[config.mk]
export PLATFORM = sky130hd
export DESIGN_NAME = dtsc_coord_cnt
export DESIGN_NICKNAME = d
export VERILOG_FILES = /design/src/hw/rtl/dtsc_pkg.sv /design/src/hw/rtl/dtsc_coord_cnt.sv
export SDC_FILE = /design/constraint.sdc
export NUM_CORES = 1
export LEC_CHECK = 0
export BUFFER_PORTS_ARGS = -buffer_cell sky130_fd_sc_hd__buf_4
export CAP_MARGIN = 20
export CORE_MARGIN = 5
export CORE_UTILIZATION = 55
export DETAILED_ROUTE_END_ITERATION = 10
export PLACE_DENSITY = 0.8
export SLEW_MARGIN = 25
export SYNTH_ARGS = -nofsm -noshare
export SYNTH_HDL_FRONTEND = slang
export SYNTH_SLANG_ARGS = --single-unit
[constraint.sdc]
create_clock -name clk -period 5 [get_ports clk]
set_input_delay 0 -clock clk [delete_from_list [all_inputs] [get_ports clk]]
set_output_delay 0 -clock clk [all_outputs]
set_load 0.1 [all_outputs]
[src/hw/rtl/dtsc_pkg.sv]
// ----------------------------------------------------------------------------
// dtsc_pkg
// Constants, register codes and shared types of the dense to sparse COO block.
// ----------------------------------------------------------------------------
`default_nettype none

package dtsc_pkg;

	localparam int MAX_ROW_LEN     = 64;
	localparam int MAX_SPARSE_DIMS = 4;

	localparam int POS_W      = (MAX_ROW_LEN > 1) ? $clog2(MAX_ROW_LEN) : 1;
	localparam int LEN_W      = $clog2(MAX_ROW_LEN + 1);
	localparam int DIMS_W     = $clog2(MAX_SPARSE_DIMS + 1);
	localparam int ELEM_W     = 64;
	localparam int COORD_W    = 20;
	localparam int DIM_W      = 21;
	localparam int IDX_W      = 32;
	localparam int ELEM_POS_W = 6;
	localparam int ROWLEN_W   = 7;
	localparam int SDIMS_W    = 3;
	localparam int NUM_REGS   = 7;
	localparam int ADDR_W     = $clog2(NUM_REGS * 4);
	localparam int REG_IDX_W  = ADDR_W - 2;
	localparam int DATA_W     = 32;
	localparam int MEM_AW     = POS_W + 1;

	localparam logic [DIM_W-1:0] DIM_LIMIT = DIM_W'(1048576);

	typedef enum logic [REG_IDX_W-1:0] {
		REG_SPARSE_DIMS    = 3'd0,
		REG_DIM_SIZE_0     = 3'd1,
		REG_DIM_SIZE_1     = 3'd2,
		REG_DIM_SIZE_2     = 3'd3,
		REG_DIM_SIZE_3     = 3'd4,
		REG_ROW_LEN        = 3'd5,
		REG_ELEM_IS_DOUBLE = 3'd6
	} reg_idx_t;

	typedef enum logic [0:0] {
		EMIT_IDLE = 1'b0,
		EMIT_RUN  = 1'b1
	} emit_state_t;

	typedef logic [MAX_SPARSE_DIMS-1:0][COORD_W-1:0] coords_t;
	typedef logic [MAX_SPARSE_DIMS-1:0][DIM_W-1:0]   dim_sizes_t;

	// Write port of the row buffer.
	typedef struct packed {
		logic              en;
		logic [MEM_AW-1:0] addr;
		logic [ELEM_W-1:0] data;
	} mem_wr_t;

	// One completed nonzero row handed to the emitter.
	typedef struct packed {
		logic             valid;
		logic             bank;
		logic [LEN_W-1:0] len;
		coords_t          coords;
		logic [IDX_W-1:0] row_idx;
		logic             dbl;
	} emit_job_t;

endpackage

`default_nettype wire

[src/hw/rtl/dtsc_coord_cnt.sv]
// ----------------------------------------------------------------------------
// dtsc_coord_cnt
// Mixed-radix row coordinate counter, last used dimension fastest.
// ----------------------------------------------------------------------------
`default_nettype none

module dtsc_coord_cnt (
	input  logic                                  clk,
	input  logic                                  arst_n,
	input  logic                                  clear,
	input  logic                                  advance,
	input  logic [dtsc_pkg::SDIMS_W-1:0]          sparse_dims,
	input  dtsc_pkg::dim_sizes_t                  dim_size,
	output dtsc_pkg::coords_t                     coords
);

	dtsc_pkg::coords_t                  coords_q;
	dtsc_pkg::coords_t                  base;
	dtsc_pkg::coords_t                  nxt;
	dtsc_pkg::dim_sizes_t               size_eff;
	logic [dtsc_pkg::MAX_SPARSE_DIMS-1:0][dtsc_pkg::DIM_W-1:0] plus;
	logic [dtsc_pkg::MAX_SPARSE_DIMS-1:0] wrap;
	logic [dtsc_pkg::DIMS_W-1:0]        dims_eff;

	always_comb begin
		if (sparse_dims == '0) begin
			dims_eff = dtsc_pkg::DIMS_W'(1);
		end else if (dtsc_pkg::DIMS_W'(sparse_dims) > dtsc_pkg::DIMS_W'(dtsc_pkg::MAX_SPARSE_DIMS)) begin
			dims_eff = dtsc_pkg::DIMS_W'(dtsc_pkg::MAX_SPARSE_DIMS);
		end else begin
			dims_eff = dtsc_pkg::DIMS_W'(sparse_dims);
		end
	end

	always_comb begin
		for (int k = 0; k < dtsc_pkg::MAX_SPARSE_DIMS; k++) begin
			if (dim_size[k] == '0) begin
				size_eff[k] = dtsc_pkg::DIM_W'(1);
			end else if (dim_size[k] > dtsc_pkg::DIM_LIMIT) begin
				size_eff[k] = dtsc_pkg::DIM_LIMIT;
			end else begin
				size_eff[k] = dim_size[k];
			end
			base[k] = clear ? '0 : coords_q[k];
			plus[k] = dtsc_pkg::DIM_W'(base[k]) + dtsc_pkg::DIM_W'(1);
			wrap[k] = plus[k] >= size_eff[k];
		end
	end

	// The carry ripples from the fastest used dimension toward dimension 0.
	always_comb begin
		logic carry;
		carry = 1'b1;
		for (int k = dtsc_pkg::MAX_SPARSE_DIMS - 1; k >= 0; k--) begin
			nxt[k] = base[k];
			if (k < int'(dims_eff)) begin
				if (carry) begin
					nxt[k] = wrap[k] ? '0 : plus[k][dtsc_pkg::COORD_W-1:0];
				end
				carry = carry & wrap[k];
			end
		end
	end

	always_ff @(posedge clk or negedge arst_n) begin
		if (!arst_n) begin
			coords_q <= '0;
		end else if (advance) begin
			coords_q <= nxt;
		end else if (clear) begin
			coords_q <= base;
		end
	end

	// Unused dimensions keep their value until a clear, but read as zero.
	always_comb begin
		for (int k = 0; k < dtsc_pkg::MAX_SPARSE_DIMS; k++) begin
			coords[k] = (k < int'(dims_eff)) ? base[k] : '0;
		end
	end

endmodule

`default_nettype wire

# --- After elaboration in Yosys (flattened, before gate mapping) ---
# Cells that the tools add are included.
# W data, S select, Z words.
totals:
  register_bits: 80
  latchBits: 0
  ram_bits: 0
  mem_bits_ro: 0
  input_bits: 91
  out_inout_bits: 80
  n_memories: 0
op_classes:
  addsub: 4
  n_mul: 0
  n_div: 0
  magnitude_cmp: 13
  n_eq_ne: 0
  n_shift: 0
  muxes: 34
  bitwise: 2
  reduce_logical: 6
ops:
  columns: ["operator", "count"]
  rows:
  - ["$mux W20", 19]
  - ["$mux W21", 8]
  - ["$mux W80", 2]
  - ["$add A20 B1 Y21 const B", 4]
  - ["$ge A21 B21 Y1", 4]
  - ["$gt A21 B21 Y1 const B", 4]
  - ["$logic_not A21 Y1", 4]
  - ["$lt A1 B3 Y1 const A", 2]
  - ["$lt A2 B3 Y1 const A", 2]
  - ["$mux W3", 2]
  - ["$gt A3 B3 Y1 const B", 1]
  - ["$logic_not A3 Y1", 1]
  - ["$mux W1", 3]
  - ["$and A1 B1 Y1", 2]
  - ["$reduce_bool A2 Y1", 1]

# --- Depth between registers and ports, before layout ---
depth:
  depth_word: 12
  ltp_mapped: 24

# --- Least setup slack after synthesis ---
# Ideal clock, no wire load.
synth_path:
  path_type: "reg-to-reg"
  start: "register coords_q[5] (netlist bit)"
  end: "register coords_q[2] (netlist bit)"
  setup_time_ps: 103
  t_arrival_ps: 4883
  required_time_ps: 4897
  slack_ps: 14
  stages_incl_launch_ff: 16
  path_buffers: 2
  synth_period_minus_slack_ps: 4986
  cell_sequence: "dfrtp_1 -> nor2b_1 -> and4_1 -> and3_1 -> clkbuf_1 -> and3_1 -> and3_1 -> xor2_1 -> ha_1 -> a21o_1 -> a21o_1 -> a221o_1 -> a31o_2 -> or2_1 -> clkbuf_1 -> o31ai_1"
synth_between:
  elab_chain_len: 7
synth_lines:
  columns: ["item", "line", "text"]
  rows:
  - ["from (decl)", "dtsc_coord_cnt.sv:17", "dtsc_pkg::coords_t coords_q;"]
  - ["from (signal assigned)", "dtsc_coord_cnt.sv:69", "coords_q <= nxt;"]
  - ["from (signal assigned)", "dtsc_coord_cnt.sv:71", "coords_q <= base;"]
  - ["$mux W20", "dtsc_coord_cnt.sv:44", "base[k] = clear ? '0 : coords_q[k];"]
  - ["$add A20 B1 Y21", "dtsc_coord_cnt.sv:45", "plus[k] = dtsc_pkg::DIM_W'(base[k]) + dtsc_pkg::DIM_W'(1);"]
  - ["$ge A21 B21 Y1", "dtsc_coord_cnt.sv:46", "wrap[k] = plus[k] >= size_eff[k];"]
  - ["$mux W20", "dtsc_coord_cnt.sv:58", "nxt[k] = wrap[k] ? '0 : plus[k][dtsc_pkg::COORD_W-1:0];"]
  - ["$mux W20", "dtsc_coord_cnt.sv:57", "if (carry) begin"]
  - ["$mux W20", "dtsc_coord_cnt.sv:56", "if (k < int'(dims_eff)) begin"]
  - ["$mux W80", "dtsc_coord_cnt.sv:68", "end else if (advance) begin"]
# Every way passes these cells.
# A chain may end at the register's enable or synchronous reset.

# --- Worst setup path after layout ---
layout_path:
  start: "register coords_q[23] (netlist bit)"
  end: "register coords_q[10] (netlist bit)"
layout_between:
  elab_chain_len: 8
layout_lines:
  columns: ["item", "line", "text"]
  rows:
  - ["$mux W20", "dtsc_coord_cnt.sv:44", null]
  - ["$add A20 B1 Y21", "dtsc_coord_cnt.sv:45", null]
  - ["$ge A21 B21 Y1", "dtsc_coord_cnt.sv:46", null]
  - ["$and A1 B1 Y1", "dtsc_coord_cnt.sv:60", "carry = carry & wrap[k];"]
  - ["$mux W1", "dtsc_coord_cnt.sv:56", null]
  - ["$mux W20", "dtsc_coord_cnt.sv:57", null]
  - ["$mux W20", "dtsc_coord_cnt.sv:56", null]
  - ["$mux W80", "dtsc_coord_cnt.sv:68", null]
# Every way passes these cells.

==> impl_metrics.csv <==
group,metric,value,unit
timing,relSlewSlack,39.70,%
critical_path,cp.arrival,5010,ps
synthesis,synth_area,8039,um^2
min_path,worstHoldStart,"advance",
layout,top_regs,"coords_q: 80 flops",
status,status,"complete, no violations",
critical_path,reg2reg_slack,240,ps
synthesis,yosysUniqueCellTypes,70,
power,max-vdd-ir-drop,0.0001547,V
timing,tns,0,ps
timing,tightest_slew,901.2,ps
min_path,min_path_type,"in2reg",
timing,rsz0062_at_grt,"no",
critical_path,required,5250,ps
synthesis,avgSynthCellArea,7.805,um^2
timing,fmax,210.0,MHz
synthesis,synth_fp_nets,1209,
die,io_pins,171,
synthesis,synth-async-reset-ratio,100.0,%
routing,vias,8194,
critical_path,r2r-start,"coords_q[23]",
global_routing,grt_pass1_vias,7943,
clock_tree,clk_latency,350,ps
critical_path,endpoint_kind,"flip-flop",
routing,via_per_inst,5.977,
global_routing,globalRouteOverflowTotal,0,
routing,dr.pass1.iters,5,
critical_path,cp_max_fo,15,
power,p_leak,4.903,nW
critical_path,critical_path_class,"reg2reg",
place,gp_congestion,0.9374,
global_routing,grt_pass1_wl,37.40,mm
die,core.rowCount,44,
timing,final_max_slew_viol_count,0,
run,drv_cap,0,
synthesis,synth_top_area_share,24.90,%
layout,final.fill_count,1272,
die,die_x,130.9,um
routing,routedWlPerCell,16.75,um
min_path,hold_path_depth,3,
timing,finalClockSkew,5.060,ps
die,fp.dieH,130.9,um
clock_tree,root_buffer,"clkbuf_16",
critical_path,start_kind,"flip-flop",
clock_tree,clockBufferDepth,2,
critical_path,rr_worst_depth,18,
synthesis,ys_warn_count,0,
global_routing,grt_max_degree,81,
die,core,14420,um^2
layout,multi_input_area,5741,um^2
synthesis,synth_flop_cell,"dfrtp_1",
place,place_area,9475,um^2
layout,regMostFlops,"coords_q",
place,portBuffers,170,
power,p_per_area,173.0,nW/um^2
synthesis,post-synth-top-area-cell,"dfrtp_1",
die,initial_core_util,55.73,%
place,hpwl,17.81,mm
layout,layout-drive-gt1-share,20.05,%
clock_tree,htreeDepth,3,
layout,finalNetCount,1361,
die,dieArea,17130,um^2
timing,fin_crit_sh,95.23,%
synthesis,ys_ff_latch,80,
clock_tree,clk_pin_slew,60,ps
layout,area_growth,22.82,%
routing,drcViolationCount,0,
synthesis,synth_enable_flop_cells,0,
clock_tree,cts_setup_buffers,0,
global_routing,grtUsageTotal,26.91,%
layout,stdcell_area,9873,um^2
synthesis,synth_cells,1030,
routing,wl,22.97,mm
timing,setup_violations,0,
clock_tree,cts_buffers,9,
layout,regArea,2002,um^2
clock_tree,numClockSinks,80,
synthesis,yosys-top-cells-area,"dfrtp_1, ha_1, nand2_1, a22o_1, nor2b_1",
routing,ant_nets,0,
layout,antenna_cells,0,
min_path,timing.hold.worst_endpoint,"coords_q[34]",
layout,largest_register_ff_count,80,
timing,hold_viol_final,0,
synthesis,yosysSeqAreaShare,24.90,%
clock_tree,cts_tree,"done",
global_routing,antenna_found_initial,0,
routing,drt_iter0_drc,621,
critical_path,regToRegEndpoint,"coords_q[10]",
timing,fin_crit,4762,ps
==> timing repair <==
| item | in CTS | in global routing |
|---|---|---|
| gates resized for setup | 0 | 5 |
| endpoints found under the hold margin | 80 | 0 |
| setup endpoints to repair | 0 | 49 |
| hold buffers | 1 | 0 |
==> cell type report <==
cell class                 instances  share of cell area (%)
sequential                        80                   20.28
inverter                          34                   1.293
tap                              184                   2.332
clock buffer                      11                   2.560
multi-input combinational        869                   58.14
timing repair buffer             188                   14.36
clock inverter                     5                   1.039
==> report_power, final <==
part | total (W) | switching [W] | internal [W]
registers | 0.000654 | 0.00000301 | 0.000651
logic | 0.000267 | 0.000161 | 0.000106
clock network | 0.000788 | 0.000274 | 0.000514
==> per-stage QoR <==
| stage | setup slack [ps] | total power [W] | std cells | util [%] | hold slack (ps) |
|---|---|---|---|---|---|
| after global placement | 345.7 | 0.0009238 | 1354 | 65.69 | 246.0 |
| final | 238.5 | 0.001708 | 1371 | 68.45 | 117.6 |
| after CTS | 39.56 | 0.001715 | 1371 | 68.23 | 93.27 |
| after global routing | 2.896 | 0.001773 | 1371 | 68.45 | 144.7 |
| after floorplan | 14.34 | 0.0008047 | 1030 | - | -295.6 |
| after detailed placement | 70.90 | 0.0009287 | 1354 | 65.69 | 235.8 |
==> cells by family (layout without fill, tap and decap cells) <==
family                     Yosys count  count (layout)  share of synthesized area [%]
and+or+nand+nor                    504             504                          32.56
xor gates and xnor gates            63              63                          6.864
muxes                                4               4                         0.5136
buffers and inverters               81             238                          4.109
adders and majority gates           88              88                          13.70
DFF                                 80              80                          24.90
AOI/OAI and AO/OA                  210             210                          17.35
==> cells in the final DEF, fill, tap and decap left out, drive strengths merged, types with 47 or more instances in the layout <==
cell type | synthesis | routed
a21oi | 56 | 56
and3 | 49 | 49
buf | 17 | 187
dfrtp | 80 | 80
ha | 88 | 88
nand2 | 158 | 158
nand3 | 47 | 47
nor2 | 76 | 76
nor2b | 51 | 51
o21ai | 51 | 51
==> per-layer routing <==
metal	wire, um	part of all wire (%)	GRT usage (%)	up-vias
li1	-	-	-	3994
met1	10280	45	36.87	3862
met2	10670	46	43.41	295
met3	1510	6.6	4.268	43
met4	501	2.2	9.135	0
met5	0	0	0	-
==> worst max path at each step <==
stage,startpoint,cells after the start,endpoint,slack (ps)
4_1_cts,coords_q[23],18,coords_q[10],40
3_3_place_gp,coords_q[23],18,coords_q[15],350
3_5_place_dp,coords_q[23],18,coords_q[10],70
6_report,coords_q[23],18,coords_q[10],240
5_1_grt,coords_q[20],19,coords_q[0],3
2_1_floorplan,coords_q[5],15,coords_q[2],10
==> cell usage after synthesis (all sizes together) (31+ instances only) <==
library cell / n
and3: 49
nand2: 158
ha: 88
xor2: 31
o21ai: 51
a22o: 36
nor2b: 51
a21oi: 56
dfrtp: 80
xnor2: 32
nand3: 47
inv: 34
nor2: 76
==> worst max-delay path: stages (launching register included) <==
cell and delay (ps):
dfrtp_1 430, nand2_1 110, or4_1 670, nor3b_4 280
and4_4 290, and3_4 230, nand3_4 90, xor2_1 150
nor2_1 60, ha_1 300, nand4_1 130, nor3_2 290
o311a_1 230, a211oi_2 70, a21boi_1 260, nand3_2 210
buf_4 270, or2_1 360, o31ai_2 230
Power figures use the tool's default switching activity.
